==> src/sv/bsf_pkg.sv <==
package bsf_pkg;

    localparam int TABLE_DEPTH = 16;
    localparam int DIM_BITS    = 16;
    localparam int SLOTS       = TABLE_DEPTH + 1;
    localparam int IDX_W       = $clog2(SLOTS);
    localparam int CNT_W       = $clog2(SLOTS + 1);
    localparam int ID_W        = 32;
    localparam int FMT_W       = 4;
    localparam int TB_W        = 5;
    localparam int AREA_W      = 2 * DIM_BITS;
    localparam int SIZE_W      = AREA_W + 4;
    localparam int TOTAL_W     = SIZE_W + 5;
    localparam int ME_W        = 5;
    localparam int MB_W        = 37;
    localparam int QDEPTH      = 2;

    typedef enum logic [1:0] {
        OP_CAPTURE,
        OP_RESTORE,
        OP_RELEASE,
        OP_CONTAINS
    } op_t;

    typedef enum logic [2:0] {
        ST_OK,
        ST_BAD_ARGS,
        ST_UNSUPPORTED,
        ST_SELF_EVICTED,
        ST_NOT_FOUND,
        ST_EXTENT,
        ST_FORMAT
    } status_t;

    typedef enum logic [1:0] {
        K_CAPTURE,
        K_LOOKUP,
        K_REFUSE
    } kind_t;

    typedef enum logic [2:0] {
        B_IDLE,
        B_APPEND,
        B_EVICT,
        B_SCAN,
        B_DONE
    } bstate_t;

    typedef struct packed {
        logic [DIM_BITS-1:0] h;
        logic [DIM_BITS-1:0] w;
        logic [DIM_BITS-1:0] y;
        logic [DIM_BITS-1:0] x;
    } rect_t;

    typedef struct packed {
        kind_t               kind;
        op_t                 op;
        status_t             err;
        logic [ID_W-1:0]     id;
        rect_t               rect;
        logic [DIM_BITS-1:0] tw;
        logic [DIM_BITS-1:0] th;
        logic [FMT_W-1:0]    fmt;
        logic [AREA_W-1:0]   area;
    } job_t;

    typedef struct packed {
        status_t             status;
        logic [ID_W-1:0]     id;
        rect_t               rect;
        logic [TOTAL_W-1:0]  used;
        logic [CNT_W-1:0]    kept;
        logic [CNT_W-1:0]    evicted;
    } result_t;

    function automatic logic [TB_W-1:0] texel_bytes(input logic [FMT_W-1:0] fmt);
        logic [TB_W-1:0] tb;
        case (fmt)
            4'd0, 4'd1:                      tb = 5'd1;
            4'd2, 4'd3:                      tb = 5'd2;
            4'd4:                            tb = 5'd3;
            4'd5, 4'd6, 4'd7, 4'd8, 4'd9:    tb = 5'd4;
            4'd10, 4'd11:                    tb = 5'd8;
            4'd12:                           tb = 5'd16;
            default:                         tb = 5'd0;
        endcase
        return tb;
    endfunction

endpackage

==> src/sv/bsf_front.sv <==
module bsf_front
    import bsf_pkg::*;
(
    input  logic                clk,
    input  logic                rst_n,
    input  logic                s_tvalid,
    output logic                s_tready,
    input  logic [135:0]        s_tdata,
    input  logic [1:0]          s_tuser,
    input  logic                q_full,
    output logic                q_push,
    output job_t                q_data
);

    logic [ID_W-1:0]     id;
    logic [DIM_BITS-1:0] x, y, w, h, tw, th, wc, hc;
    logic [FMT_W-1:0]    fmt;
    logic                bad, unsup;
    logic                seen_reg;
    op_t                 op;

    assign op  = op_t'(s_tuser);
    assign id  = s_tdata[31:0];
    assign x   = s_tdata[47:32];
    assign y   = s_tdata[63:48];
    assign w   = s_tdata[79:64];
    assign h   = s_tdata[95:80];
    assign tw  = s_tdata[111:96];
    assign th  = s_tdata[127:112];
    assign fmt = s_tdata[131:128];

    assign s_tready = !q_full && seen_reg;
    assign q_push   = s_tvalid && s_tready;

    // hold off input until seen_reg has registered the release of reset
    always_ff @(posedge clk or negedge rst_n)
    begin
        if (!rst_n)
        begin
            seen_reg <= 1'b0;
        end
        else
        begin
            seen_reg <= 1'b1;
        end
    end

    always_comb
    begin
        bad   = (w == '0) || (h == '0) || (x >= tw) || (y >= th);
        unsup = (texel_bytes(fmt) == '0);
        wc    = (w > tw - x) ? tw - x : w;
        hc    = (h > th - y) ? th - y : h;
        q_data.op   = op;
        q_data.id   = id;
        q_data.rect = '{h: hc, w: wc, y: y, x: x};
        q_data.tw   = tw;
        q_data.th   = th;
        q_data.fmt  = fmt;
        q_data.area = AREA_W'(wc) * AREA_W'(hc);
        q_data.err  = ST_OK;
        q_data.kind = K_LOOKUP;
        if (op == OP_CAPTURE)
        begin
            if (bad)
            begin
                q_data.kind = K_REFUSE;
                q_data.err  = ST_BAD_ARGS;
            end
            else if (unsup)
            begin
                q_data.kind = K_REFUSE;
                q_data.err  = ST_UNSUPPORTED;
            end
            else
            begin
                q_data.kind = K_CAPTURE;
            end
        end
        else if (id == '0)
        begin
            q_data.kind = K_REFUSE;
            q_data.err  = ST_BAD_ARGS;
        end
    end

endmodule

==> config.mk <==
export PLATFORM = sky130hd
export DESIGN_NAME = bsf_front
export DESIGN_NICKNAME = d
export VERILOG_FILES = /design/src/sv/bsf_pkg.sv /design/src/sv/bsf_front.sv
export SDC_FILE = /design/constraint.sdc
export NUM_CORES = 1
export LEC_CHECK = 0
export BUFFER_PORTS_ARGS = -buffer_cell sky130_fd_sc_hd__buf_2
export CAP_MARGIN = 25
export CORE_MARGIN = 1.5
export CORE_UTILIZATION = 45
export DETAILED_ROUTE_END_ITERATION = 7
export PLACE_DENSITY = 0.68
export SLEW_MARGIN = 15
export SYNTH_ARGS = -nofsm -noshare
export SYNTH_HDL_FRONTEND = slang
export SYNTH_SLANG_ARGS = --single-unit
==> constraint.sdc <==
create_clock -name clk -period 8.4 [get_ports clk]
set_input_delay 0 -clock clk [delete_from_list [all_inputs] [get_ports clk]]
set_output_delay 0 -clock clk [all_outputs]
set_load 0.02 [all_outputs]
Yosys cells after proc, flatten, opt, wreduce, memory -nomap -nowiden
Memories as Yosys holds them, arrays and structs flattened. Cells that the tools add are included.

Register bits: 1. Memory bits (read-only): 80. RAM bits: 0. Word-level logic and storage cells: 30. Latch bits: 0. Memories: 1.

Memories: (name not given) (words 16, width 5, read ports 1, clocked after memory_dff 0, write ports 0, RTL line bsf_pkg.sv:79) `case (fmt)`.

Equal/unequal tests: 0. Shift operators: 0. Order comparisons: 4. Bitwise operators: 0. Div/mod/pow operators: 0. Add/sub/neg operators: 2. Reductions and logical operators: 11. Mux-type cells: 10. $mul: 1.

Operator list (count): 16-bit greater-or-equal comparator (2); 16-bit > comparator (2); 16-bit logical NOT (2); 32-bit logical NOT (1); 16-bit by 16-bit multiplier with 32-bit output (1); 16-bit 2-to-1 mux (2); 16-bit subtractor (2); 2-bit 2-to-1 mux (6); 5-bit logical NOT (1); 1-bit logical OR (3); 3-bit 2-to-1 mux (1); 1-bit logical AND (2); 2-bit logical NOT (1); 1-bit logical NOT (1); 1-bit 2-to-1 mux (1).

Depth between registers and ports, before layout
Depth in word-level cells: 6. Depth in mapped cells: 44. Mapped depth without buffers: 41.

Worst setup path before layout
Ideal clock, no wire load.

Kind: input port to output port. Start: input s_tdata[96]. End: output q_data[28] (netlist bit). Stages: 39. Path slack: -0.603 ns. Required time: 8.400 ns. Arrival: 9.003 ns. Cell sequence: inv_1 -> ha_1 -> inv_1 -> fa_1 -> a21o_1 -> a21oi_1 -> o21ai_1 -> a2111oi_2 -> o31ai_1 -> xnor2_1 -> inv_1 -> ha_1 -> and3_1 -> nand4_1 -> or2_2 -> and4_4 -> buf_6 -> or3_1 -> [... 3 more ...] -> fa_1 -> fa_1 -> inv_1 -> fa_1 -> fa_1 -> fa_1 -> inv_1 -> fa_1 -> inv_1 -> ha_1 -> and2_1 -> a221o_1 -> o21ai_1 -> o211ai_1 -> a21oi_1 -> o21bai_1 -> a31oi_1 -> a2bb2oi_1.

RTL lines: start: declaration (RTL line bsf_front.sv:8) `input logic [135:0] s_tdata,`; end: declaration (RTL line bsf_front.sv:12) `output job_t q_data`.

==> run summary <==
routability cong. = 0.975
wirelength, routed = 43300 um
largest net degree at the start of global routing = 17
sum of negative setup slack = -9.25 ns
DRC violations left = 0
DRC marker count from the first detailed-route iteration = 972
All-Layer GR Usage = 29.7%
Die Y = 171 um
Worst Path Max Fanout = 4
row count = 61
Synth top area share = 30.8%
Mean Syn Cell Area = 8.21 sq um
Multi-input gate area = 11300 sq um
register area share after synthesis = 0.196%
WL/cell = 17.6 um
total core area = 27900 sq um
final worst slack = -0.808 ns
critical path arrival = 9.21 ns
min Tclk post-route = 9.21 ns
first drt pass iteration count = 5
DP Area = 16300 sq um
GRT Residual Overflow = 0
first-pass GRT wire length = 67800 um
crit path launch type = input pin
EDFF count, synth = 0
failing checks = negative setup slack
number of flip-flops in the largest register = 1
Warnings, synthesis = 0
Critical Setup Path Class = in -> out
slowest stage delay, CP = 0.56 ns
Mapped Nets = 2057
fin nets = 2589
DIE AREA = 29300 sq um
async set-reset flop share out of synthesis = 100%
initial core utilization = 45.7%
RSZ-0062 raised after global routing = yes
Fill cells = 2379
Hold Crit Class = in -> out
non-filler instance count after layout = 2460
antenna-violating nets left = 0
Distinct cells, synth = 84
#FFs+latches synth = 1
CP Capture Type = output port
status = finished with violations
Area contributors post-synth = fa_1 (31%), ha_1 (17%), inv_1 (9.4%), buf_4 (6.4%), nand2_1 (3.1%)
vias in the first global route = 13.6k
Primary FF master, synth = dfrtp_1
Vias = 12.8k
IO buf count = 309
register area = 25.0 sq um
Post-Syn Area = 12700 sq um
instance count of the mapped netlist = 1551
DP Wirelength = 36900 um
MaxCap Viol Count = 0
Placed Cells = 2386
Max Slew Vio Count = 0
initial antenna violation count = 2
CP max-delay cell = fa_1
pre-CTS WS = -1.07 ns
post-synth top area cell = fa_1
Final Hold Fails = 0
endpoints failing setup = 17
design area = 17600 sq um
vias per cell = 5.21
Final Cycle Share = 110%
Die Span X = 171 um
I/O Pins = 315
Req. time, crit path = 8.40 ns
FMAX = 109 MHz
Area Growth Syn to Fin = 38.4%
layout cells sized above 1 = 43.3%
through the flow:
stage               hold WS (ns)  util, %
floorplan                 -0.296        -
global placement          -0.221     58.7
detailed placement        -0.218     58.7
CTS                        0.228     61.3
global route               0.237     63.3
finish                     0.224     63.3
synth_stat cells (all sizes together), types with 3 or more instances:
master,number
inv,328
fa,196
ha,168
buf,132
nand2,106
nor2,106
o21ai,79
a21oi,71
xnor2,38
and2,32
a21o,25
nand4,22
mux2i,20
o21a,19
nor4,18
clkbuf,16
xor2,15
nand3,14
nor3,13
and3,9
mux2,9
nor2b,9
o21bai,9
or2,9
nand2b,8
a21boi,7
o211ai,7
a211oi,6
o22ai,6
o31ai,6
a211o,4
o211a,4
a2bb2oi,3
and4,3
o21ba,3
o41ai,3
or3,3
final timing paths:
kind                             start    endpoint  slack [ns]  cells after the start
max                        s_tdata[96]  q_data[27]       -0.81                     43
min                        s_tdata[96]  q_data[52]        0.22                      2
max in group asynchronous        rst_n    seen_reg        8.00                      2
min in group asynchronous        rst_n    seen_reg        0.31                      2
per-layer routing:
layer	GRT usage, %	vias up	share of wire [%]
li1	-	5938	-
met1	39.1	6254	42
met2	50.4	524	47
met3	3.54	90	7.3
met4	10.4	2	3.8
met5	0	-	0.032
worst max-delay path: cells and delay by family:
family	cells	cell delay [ns]
and+or+nand+nor	7	1.51
AOI/OAI and AO/OA	9	1.61
xor gates and xnor gates	2	0.36
adders and majority gates	10	4.09
buffers and inverters	14	1.41
muxes	1	0.23
kinds of logic after synthesis:
group,count (synthesis),synth area share (%)
and+or+nand+nor,355,13.4
adders and majority gates,364,47.3
xor gates and xnor gates,53,3.64
DFF,1,0.196
muxes,29,2.97
buffers and inverters,477,17.6
other,2,0.0590
AOI/OAI and AO/OA,270,14.8
timing repair:
item	CTS	global route
setup buffers	57	28
hold buffers	1	0
pin swaps	78	88
endpoints found under the hold margin	1	0
endpoints found under the setup margin	20	20
resized for setup	93	105
cell type report:
type | count | share of cell area [%]
Antenna cell | 1 | 0.0142
Timing Repair Buffer | 678 | 26.1
Inverter | 329 | 7.11
Multi-Input combinational cell | 1073 | 64.0
Tap cell | 378 | 2.68
Sequential cell | 1 | 0.142
placed cells by master (no fill, tap or decap), types with 14 or more instances in the layout:
master / instances
ha_4: 17
a21oi_1: 44
inv_1: 291
fa_1: 182
nor2_1: 93
nand4_1: 21
nor4_1: 17
a21o_1: 25
a21oi_2: 24
nand2_1: 101
fa_2: 14
inv_2: 31
buf_6: 34
ha_1: 150
buf_4: 346
o21ai_0: 43
o21ai_1: 19
buf_2: 289
o21ai_2: 15
xnor2_1: 31
o21a_1: 19
and2_1: 26
Power is not shown: default switching activity piles up to over one toggle a cycle in this logic, so the estimate is an artifact.
