===== src/sv/bsf_pkg.sv =====
package bsf_pkg;

    localparam int TABLE_DEPTH = 16;
    localparam int DIM_BITS    = 16;
    localparam int SLOTS       = TABLE_DEPTH + 1;
    localparam int IDX_W       = $clog2(SLOTS);
    localparam int CNT_W       = $clog2(SLOTS + 1);
    localparam int ID_W        = 32;
    localparam int FMT_W       = 4;
    localparam int TB_W        = 5;
    localparam int AREA_W      = 2 * DIM_BITS;
    localparam int SIZE_W      = AREA_W + 4;
    localparam int TOTAL_W     = SIZE_W + 5;
    localparam int ME_W        = 5;
    localparam int MB_W        = 37;
    localparam int QDEPTH      = 2;

    typedef enum logic [1:0] {
        OP_CAPTURE,
        OP_RESTORE,
        OP_RELEASE,
        OP_CONTAINS
    } op_t;

    typedef enum logic [2:0] {
        ST_OK,
        ST_BAD_ARGS,
        ST_UNSUPPORTED,
        ST_SELF_EVICTED,
        ST_NOT_FOUND,
        ST_EXTENT,
        ST_FORMAT
    } status_t;

    typedef enum logic [1:0] {
        K_CAPTURE,
        K_LOOKUP,
        K_REFUSE
    } kind_t;

    typedef enum logic [2:0] {
        B_IDLE,
        B_APPEND,
        B_EVICT,
        B_SCAN,
        B_DONE
    } bstate_t;

    typedef struct packed {
        logic [DIM_BITS-1:0] h;
        logic [DIM_BITS-1:0] w;
        logic [DIM_BITS-1:0] y;
        logic [DIM_BITS-1:0] x;
    } rect_t;

    typedef struct packed {
        kind_t               kind;
        op_t                 op;
        status_t             err;
        logic [ID_W-1:0]     id;
        rect_t               rect;
        logic [DIM_BITS-1:0] tw;
        logic [DIM_BITS-1:0] th;
        logic [FMT_W-1:0]    fmt;
        logic [AREA_W-1:0]   area;
    } job_t;

    typedef struct packed {
        status_t             status;
        logic [ID_W-1:0]     id;
        rect_t               rect;
        logic [TOTAL_W-1:0]  used;
        logic [CNT_W-1:0]    kept;
        logic [CNT_W-1:0]    evicted;
    } result_t;

    function automatic logic [TB_W-1:0] texel_bytes(input logic [FMT_W-1:0] fmt);
        logic [TB_W-1:0] tb;
        case (fmt)
            4'd0, 4'd1:                      tb = 5'd1;
            4'd2, 4'd3:                      tb = 5'd2;
            4'd4:                            tb = 5'd3;
            4'd5, 4'd6, 4'd7, 4'd8, 4'd9:    tb = 5'd4;
            4'd10, 4'd11:                    tb = 5'd8;
            4'd12:                           tb = 5'd16;
            default:                         tb = 5'd0;
        endcase
        return tb;
    endfunction

endpackage


===== src/sv/bsf_queue.sv =====
module bsf_queue
    import bsf_pkg::*;
(
    input  logic clk,
    input  logic rst_n,
    input  logic push,
    input  job_t push_data,
    input  logic pop,
    output job_t head,
    output logic empty,
    output logic full
);

    job_t             mem_reg [QDEPTH];
    logic             wr_reg, wr_next;
    logic             rd_reg, rd_next;
    logic [1:0]       cnt_reg, cnt_next;

    assign empty = (cnt_reg == 2'd0);
    assign full  = (cnt_reg == 2'(QDEPTH));
    assign head  = mem_reg[rd_reg];

    always_comb
    begin
        wr_next  = push ? !wr_reg : wr_reg;
        rd_next  = pop ? !rd_reg : rd_reg;
        cnt_next = cnt_reg + 2'(push) - 2'(pop);
    end

    always_ff @(posedge clk or negedge rst_n)
    begin
        if (!rst_n)
        begin
            wr_reg  <= 1'b0;
            rd_reg  <= 1'b0;
            cnt_reg <= 2'd0;
        end
        else
        begin
            wr_reg  <= wr_next;
            rd_reg  <= rd_next;
            cnt_reg <= cnt_next;
        end
    end

    always_ff @(posedge clk)
    begin
        if (push)
        begin
            mem_reg[wr_reg] <= push_data;
        end
    end

endmodule


===== config.mk =====
export PLATFORM = sky130hd
export DESIGN_NAME = bsf_queue
export DESIGN_NICKNAME = d
export VERILOG_FILES = /design/src/sv/bsf_pkg.sv /design/src/sv/bsf_queue.sv
export SDC_FILE = /design/constraint.sdc
export NUM_CORES = 1
export LEC_CHECK = 0
export ABC_CLOCK_PERIOD_IN_PS = 9050
export BUFFER_PORTS_ARGS = -buffer_cell sky130_fd_sc_hd__buf_2
export CAP_MARGIN = 5
export CORE_UTILIZATION = 30
export CTS_CLUSTER_DIAMETER = 50
export DETAILED_ROUTE_END_ITERATION = 6
export RECOVER_POWER = 100
export SYNTH_ARGS = -nofsm -noshare
export SYNTH_HDL_FRONTEND = slang
export SYNTH_SLANG_ARGS = --single-unit

===== constraint.sdc =====
create_clock -name clk -period 9.05 [get_ports clk]
set_input_delay 0.4525 -clock clk [delete_from_list [all_inputs] [get_ports clk]]
set_output_delay 0.4525 -clock clk [all_outputs]
set_load 0.01 [all_outputs]

# Yosys cells after proc, flatten, opt, wreduce, memory -nomap -nowiden
# Memories as Yosys holds them, arrays and structs flattened.
# Cells that the tools add are included.
dict set report word_totals {
  reg_bits 4
  ram_bits 342
  output_inout_bits 173
  memories 1
}
# memory depth word_bits read_ports rd_clocked_by_memory_dff write_ports line
set memory_table {}
lappend memory_table {mem_reg 2 171 1 0 1 bsf_queue.sv:14} ;# job_t mem_reg [QDEPTH];
dict set report op_classes {
  add_sub_neg 2
  eq_ne 1
  n_mux 2
  n_reduce_logical 3
}
# operator count
set ops {}
lappend ops {{2-bit by 1-bit adder with 2-bit output} 1}
lappend ops {{2-bit equality test (second input constant)} 1}
lappend ops {{1-bit logical NOT} 2}
lappend ops {{2-bit logical NOT} 1}
lappend ops {{1-bit 2-to-1 mux} 2}
lappend ops {{2-bit by 1-bit subtractor with 2-bit output} 1}

# Logic depth before layout (Yosys ltp)
# Gate-level depths: netlist of run 1.
dict set report logic_depth {
  ltp_word 2
  ltp_mapped 5
  ltp_nobuf 5
}

# Least setup slack after synthesis of run 1
# OpenSTA, ideal clock, no wires.
dict set report synth_path {
  path_kind {register -> register}
  startpoint {register wr_reg}
  endpoint {memory mem_reg[0][0] in the netlist's numbering (enable)}
  setup_time_ns 0.725
  arrival_time_ns 7.947
  required_ns 8.325
  slack_ns 0.378
  path_stages_with_launch 2
  n_path_buf 0
  path_cell_list {dfrtp_1 -> nor2b_1}
}
# item line
set synth_lines {}
lappend synth_lines {{from (decl)} bsf_queue.sv:15} ;# logic wr_reg, wr_next;
lappend synth_lines {{from (signal assigned)} bsf_queue.sv:40} ;# wr_reg <= wr_next;
lappend synth_lines {{to (decl)} bsf_queue.sv:14}
# Straight into the memory's write port.

# Worst setup path after layout of run 1
dict set report layout_path {
  startpoint {register wr_reg}
  endpoint {memory mem_reg[1][140] in the netlist's numbering (enable)}
}
# Straight into the memory's write port.

==> parameters.txt, run 1 <==
Parameter                              Value

Die
  Total I/O pin count ... 348
  Num rows ... 75
  Overall die area ... 0.04366 sq mm
  Placeable core region ... 0.04213 sq mm
  Chip Width ... 209.0 microns
  Initial Utilization ... 30.50%
  Die H ... 209.0 microns

Route
  Drt via density ... 4.308
  Detailed Routing Iterations Pass 1 ... 4
  Routed via count ... 6,462
  DRC violations left ... 0
  Average detailed-routed wire length per instance ... 17.53 microns
  Antenna Violating Nets Remaining ... 0
  Total Routed Length ... 26,300 microns
  Number of DRC markers after the initial detailed-route iteration ... 213

Global route
  Maximum number of pins on one net before global-route repair ... 70
  Antenna violations before repair ... 4
  Overall routing resource usage ... 11.68%
  Grt total ovfl ... 0
  Wire length of the first global-routing pass ... 38,930 microns
  Number of global-route vias before repair ... 6,833

STA
  Final-layout setup total negative slack ... 0 ns
  Worst-case clock skew ... 0.01243 ns
  Peak Freq ... 0.1727 GHz
  Worst Tran Pin Value ... 4.085 ns
  Final hold slack ... 0.09436 ns
  Shortest clock period the worst path allows after layout ... 5.791 ns
  Worst relative slew slack ... -172.3%
  Post-route fraction of the period consumed by the critical path ... 63.99%
  Final slew viol count ... 341
  Final Hold Vio Count ... 0
  Unrepaired setup endpoints after global routing ... false
  Setup Viol. Count Final ... 0

Power and ir drop
  Switching share of power ... 28.82%
  Share of power burned in registers ... 44.6%
  Cell internal pwr ... 3.635 mW
  Max IR drop VDD ... 0.1759 mV
  P per Cell Area ... 319.6 mW/mm^2
  NetSw ... 1.472 mW
  Fraction of power consumed by the clock network ... 31.1%
  Final Total Pwr ... 5.108 mW
  Static Leak ... 5.566 nW
  Relative contribution of combinational cells to total power ... 24.3%

Synth
  Post-synthesis cell count ... 547
  Syn Nets ... 724
  Yosys warning count ... 0
  Leading post-synthesis cells by cell area ... edfxtp_1 80%, mux2_4 9.3%, mux2_2 8.0%
  Sequential share of the synthesized area ... 80.70%
  Area of the mapped netlist ... 0.01285 sq mm
  Area share of the leading cell type in the synthesized netlist ... 79.92%
  Number of unique standard cell types used by synthesis ... 13
  Post-synthesis cell type with the largest combined area ... edfxtp_1
  Mean post-synth cell area ... 23.49 sq um
  Yosys reg bits ... 346

Placed design
  Placed Area ... 0.01517 sq mm
  Number of placed cells counting well taps ... 1,421
  Placer congestion estimate ... 0.7277
  Port buffer count ... 347
  Final HPWL from detailed placement ... 17,060 microns

Layout
  Post-route standard cell area excluding fillers ... 0.01598 sq mm
  Area Growth Syn to Fin ... 24.38%
  Flip-flop count of the largest register, all copies and words added ... 342
  Fraction of layout instances using a drive strength above 1 ... 34.38%
  Final cell count without fillers ... 1,500
  Net count of the finished layout ... 1,104

Worst setup path
  Slowest cell on the critical path ... clkbuf_1
  Critical register-to-register path startpoint ... wr_reg
  Reg-to-reg endpoint ... mem_reg[1][140]
  CP cell instances ... and2_0, clkbuf_1
  Depth of the worst register-to-register path ... 2
  Kind of end point of the critical path ... flop
  Critical Path Max Stage Delay ... 2.96 ns
  Worst setup SP type ... flop
  WS Path Type ... reg -> reg
  Data required, critical path ... 9.09 ns
  Worst reg2reg setup slack ... 3.26 ns
  Data arrival time of the critical path ... 5.83 ns
  Maximum fanout count along the critical path ... 67

Clock tree
  TritonCTS clock tree ... yes
  Number of buffers on the longest clock path ... 3
  Number of sinks on the clock net ... 346
  Number of levels in the clock H-tree ... 2
  Register clock-pin slew on the reported worst setup and hold paths ... 0.06 ns
  CTS buffer count ... 42
  Worst-Skew Late Latency ... 0.54 ns
  CTS Root Cell ... clkbuf_16

Worst hold path
  HP Class ... in -> reg
  Hold Path Origin ... push_data[14]
  Hold path depth ... 1
  End of the worst hold path ... mem_reg[1][14]

Job
  MaxCap Viol Count ... 6

Run status
  Violated checks ... capacitance limit, slew limit
  Status ... complete, but fails checks
[worst max-delay path by stage]
stage	end	depth (start not counted)	slack (ns)	startpoint
2_1_floorplan	mem_reg[0][0]	1	0.38	wr_reg
5_1_grt	mem_reg[1][140]	2	2.72	wr_reg
4_1_cts	head[80]	3	5.41	rd_reg
6_report	mem_reg[1][140]	2	3.26	wr_reg
3_5_place_dp	head[75]	3	6.01	rd_reg
3_3_place_gp	head[80]	3	6.02	rd_reg
[timing repair]
item | 4_1_cts | 5_1_grt
resized for setup | 0 | 0
endpoints found under the hold margin | 4 | 0
buffers inserted | 0 | 0
hold buffers | 1 | 0
[metal layers]
metal  vias up  wire length, microns  GRT usage (%)
met5         -                    55              0
met2       288                 12320          18.53
met1      3154                 10510          13.62
met4         8                   678          5.020
met3        61                  2735          5.320
li1       2951                     -              -
[per-stage QoR]
stage	util, %	worst slack, ns
global route	37.93	2.722
global placement	36.00	6.021
detailed placement	36.00	6.005
finish	37.93	3.259
CTS	39.20	5.413
floorplan	-	0.3782
[cell usage in the layout, fill, tap and decap left out, drive strengths merged]
| master | instances |
|---|---|
| edfxtp | 342 |
| and2 | 1 |
| nor2b | 2 |
| dlygate4sd3 | 1 |
| xor2 | 2 |
| bufinv | 1 |
| inv | 7 |
| mux2 | 171 |
| buf | 181 |
| clkinvlp | 3 |
| ha | 2 |
| xor3 | 1 |
| nor2 | 1 |
| clkbuf | 229 |
| diode | 1 |
| dfrtp | 4 |
| clkinv | 12 |
[cell usage after synthesis, drive strengths merged]
cell,count
and2,1
buf,19
dfrtp,4
edfxtp,342
ha,2
inv,2
mux2,171
nor2,1
nor2b,2
xor2,2
xor3,1
[power by group through the flow]
| stage | sequential (mW) | clock (mW) | combinational [mW] |
|---|---|---|---|
| detailed placement | 2.30 | 0 | 1.47 |
| floorplan | 2.28 | 0 | 1.03 |
| global placement | 2.28 | 0 | 1.47 |
| finish | 2.28 | 1.59 | 1.24 |
| CTS | 2.27 | 1.64 | 1.48 |
| global route | 2.31 | 1.70 | 1.35 |
[cell families (layout without fill, tap and decap cells)]
kind of cell	Yosys count	count (layout)	synth area share [%]
fa+ha+maj	2	2	0.1947
other cells	0	1	0
buf+inv	21	434	1.285
flops	346	346	80.70
simple gates	4	4	0.1753
xor+xnor	3	3	0.3213
mux	171	171	17.32
[worst max-delay path, delay by kind of cell (launching register included)]
| kind | cells | cell delay [ns] |
|---|---|---|
| flip-flops | 1 | 0.38 |
| buffers and inverters | 1 | 2.96 |
| AND/OR/NAND/NOR | 1 | 1.83 |
[cell type report]
type                            instances  area, sq um
Antenna cell                            1        2.502
Clock buffer                           56         1177
Clock inverter                         21        158.9
Fill cell                            3995        26150
Inverter                                2        7.507
Multi-Input combinational cell        180         2022
Sequential cell                       346        10370
Tap cell                              539        674.4
Timing Repair Buffer                  355         1570
Note: power is estimated with default switching activity, not from simulation.
==> run 2: changes to the inputs <==
ABC_AREA = 1   (was not set)
ABC_CLOCK_PERIOD_IN_PS = 5400   (was 9050)
clock period = 5.4 ns   (was 9.05 ns; I/O delays follow)
==> run 2 against run 1 <==
  * The flow still finishes with violations (capacitance limit, slew limit)
  * Worst setup slack got worse by 1.6 ns
  * Cell area is 15% higher
  * Routed wire length grew 11%
  * Die area is 3.8% higher
  * Clock skew shrank 0.0014 ns
  * Cell count increased by 38%
  * Flip-flop and latch count unchanged
  * Total power is 79% higher
  * Critical path type unchanged
==> parameters.txt, run 2 <==
Parameter                              Value

Run status
  Status ... complete, but fails checks
  Violated checks ... capacitance limit, slew limit

Power and ir drop
  Final Total Pwr ... 9.119 mW (+79%)
  Max IR drop VDD ... 0.3798 mV (+120%)
  P per Cell Area ... 497.9 mW/mm^2 (+56%)
  Static Leak ... 7.070 nW (+27%)

Worst setup path
  WS Path Type ... reg -> reg
  Data arrival time of the critical path ... 3.79 ns (-2.04 ns)
  Slowest cell on the critical path ... clkbuf_2
  Combined buffer and inverter count along the critical path ... 2 (+1)
  Cell type group with the largest total delay on the critical path ... buffers and inverters
  Worst setup SP type ... flop
  Data required, critical path ... 5.49 ns (-3.60 ns)
  Maximum fanout count along the critical path ... 97 (+45%)
  CP cell instances ... nand2_1, inv_6, clkbuf_2
  Kind of end point of the critical path ... flop
  Critical Path Max Stage Delay ... 2.02 ns (-0.94 ns)

Global route
  Maximum number of pins on one net before global-route repair ... 164 (+130%)
  Wire length of the first global-routing pass ... 43,710 microns (+12%)
  Number of global-route vias before repair ... 8,409 (+23%)
  Antenna violations before repair ... 2 (-2)
  Grt total ovfl ... 0 (unchanged)
  Overall routing resource usage ... 12.48% (+0.80 points)

Route
  Drt via density ... 4.122 (-4.3%)
  Routed via count ... 8,537 (+32%)
  Average detailed-routed wire length per instance ... 14.15 microns (-19%)
  Antenna Violating Nets Remaining ... 0 (unchanged)
  Number of DRC markers after the initial detailed-route iteration ... 386 (+81%)
  Wire length on met1 ... 11,630 microns (+11%)
  DRC violations left ... 0 (unchanged)
  Top layer reached by signal wires ... met5
  Detailed Routing Iterations Pass 1 ... 4 (unchanged)
  Total Routed Length ... 29,300 microns (+11%)
  DR WL met3 ... 1828 microns (-33%)
  WL met2 ... 14,690 microns (+19%)

STA
  Final-layout setup total negative slack ... 0 ns (unchanged)
  Unrepaired setup endpoints after global routing ... false
  Final slew viol count ... 119 (-65%)
  Peak Freq ... 0.2706 GHz (+57%)
  Post-route fraction of the period consumed by the critical path ... 68.43% (+4.4 points)
  Final hold slack ... 0.1135 ns (+0.01912 ns)
  Final Hold Vio Count ... 0 (unchanged)
  Setup Viol. Count Final ... 0 (unchanged)
  Worst Tran Pin Value ... 2.750 ns (-1.336 ns)
  Worst-case clock skew ... 0.01107 ns (-0.001359 ns)
  Shortest clock period the worst path allows after layout ... 3.695 ns (-2.095 ns)
  Worst relative slew slack ... -83.31% (+89 points)

Worst hold path
  HP Class ... in -> async

Synth
  Leading post-synthesis cells by cell area ... edfxtp_1 77%, o21ai_2 6.6%, inv_1 5.0%
  Yosys reg bits ... 346 (unchanged)
  Yosys warning count ... 0 (unchanged)
  Post-synthesis cell type with the largest combined area ... edfxtp_1
  Number of unique standard cell types used by synthesis ... 16 (+3)
  Ranking of synthesized cells by instance count ... 342 x edfxtp_1, 178 x inv_1, 177 x nand2_1
  Most numerous cell in the Yosys netlist ... edfxtp_1
  Sequential share of the synthesized area ... 77.74% (-3.0 points)
  Mean post-synth cell area ... 14.53 sq um (-38%)
  Syn Nets ... 1,095 (+51%)
  Proportion of synthesized flip-flops having asynchronous set or reset ... 1.156% (unchanged)
  Area share of the leading cell type in the synthesized netlist ... 76.99% (-2.9 points)
  Post-synthesis cell count ... 918 (+68%)
  Main flop type after synthesis ... edfxtp_1
  Area of the mapped netlist ... 0.01334 sq mm (+3.8%)
  Post-synth EDFFs ... 342 (unchanged)

Die
  Die H ... 212.9 microns (+1.9%)
  Initial Utilization ... 30.70% (+0.20 points)
  Total I/O pin count ... 348 (unchanged)
  Num rows ... 76 (+1.3%)
  Placeable core region ... 0.04346 sq mm (+3.1%)
  Chip Width ... 212.9 microns (+1.9%)
  Overall die area ... 0.04531 sq mm (+3.8%)

Clock tree
  Worst-Skew Late Latency ... 0.54 ns (about the same)
  Register clock-pin slew on the reported worst setup and hold paths ... 0.06 ns (about the same)
  CTS buffer count ... 43 (+2.4%)
  TritonCTS clock tree ... yes
  Number of buffers on the longest clock path ... 3 (unchanged)
  Post-CTS setup-driven buffer insertion count ... 0 (unchanged)
  Number of levels in the clock H-tree ... 2 (unchanged)
  Post-cts repair resize count ... 0 (unchanged)
  Number of sinks on the clock net ... 346 (unchanged)
  CTS Root Cell ... clkbuf_16

Layout
  Flip-flop count of the largest register, all copies and words added ... 342 (unchanged)
  Post-route standard cell area excluding fillers ... 0.01832 sq mm (+15%)
  Area Growth Syn to Fin ... 37.31%
  Commonest non-fill, non-tap cells in the layout ... 342 x edfxtp_1, 269 x clkbuf_1, 177 x inv_1, 177 x nand2_1, 174 x dlygate4sd3_1
  Fraction of layout instances using a drive strength above 1 ... 16.57% (-18 points)
  Net count of the finished layout ... 1,628 (+47%)
  Leading cell type in the layout, fill and taps excluded ... edfxtp_1

Placed design
  Placer congestion estimate ... 0.7158 (-1.6%)
  Placed Area ... 0.01558 sq mm (+2.7%)
  Final HPWL from detailed placement ... 17,830 microns (+4.5%)
  Port buffer count ... 347 (unchanged)

Job
  MaxCap Viol Count ... 2 (-4)
run 2: cell types whose count changed in the layout (fill, tap and decap cells not counted), sizes merged, moves of 2 or more:
cell and change:
buf -96, clkbuf +93, clkinv +2, dlygate4sd3 +173, inv +177, mux2 -171
nand2 +177, nor2 +2, nor2b -2, o21ai +171
run 2: worst paths after layout:
kind	cells past startpoint	from	endpoint	slack [ns]
setup / recovery	3	wr_reg	mem_reg[1][84]	1.70
hold / removal	2	rst_n	wr_reg	0.11
setup reg to reg	3	wr_reg	mem_reg[1][84]	1.70
hold reg to reg	1	wr_reg	wr_reg	0.53
max in group asynchronous	2	rst_n	cnt_reg[1]	5.07
min in group clk	2	push_data[141]	mem_reg[1][141]	0.45
run 2: final cells by class:
class	count	area, sq um
Clock inverter	24	216.5
Sequential cell	346	10370
Clock buffer	55	1174
Fill cell	4173	25140
Antenna cell	1	2.502
Timing Repair Buffer	526	3236
Multi-Input combinational cell	356	1913
Tap cell	585	732.0
Inverter	178	673.1
run 2: kinds of logic after synthesis:
| family | synth area share [%] |
|---|---|
| AND/OR/NAND/NOR | 5.103 |
| adder cells (fa/ha/maj) | 0.1876 |
| AO/OA/AOI/OAI | 9.230 |
| flip-flops | 77.74 |
| buffers and inverters | 7.607 |
| XOR/XNOR | 0.1313 |
run 2: routing by layer:
metal  vias up  GRT usage (%)
met5         -              0
li1       4232              -
met4         4          6.624
met2       247          21.18
met1      3982          14.45
met3        72          3.192
run 2: power by group:
group / internal (mW) / switching [mW] / total [mW]
Combinational: 0.812 / 1.81 / 2.63
Sequential: 3.58 / 0.157 / 3.74
Clock: 1.65 / 1.10 / 2.76
run 2: metrics by stage:
step	util (%)	setup WS, ns	cells
2_1_floorplan	-	0.06900	918
3_3_place_gp	35.85	3.185	1817
3_5_place_dp	35.85	3.132	1817
4_1_cts	43.05	2.493	2070
5_1_grt	42.14	1.387	2070
6_report	42.15	1.705	2071
run 2: timing repair:
action / CTS / global route
setup endpoints to repair: 0 / 0
endpoints found under the hold margin: 349 / 0
hold buffers: 174 / 0
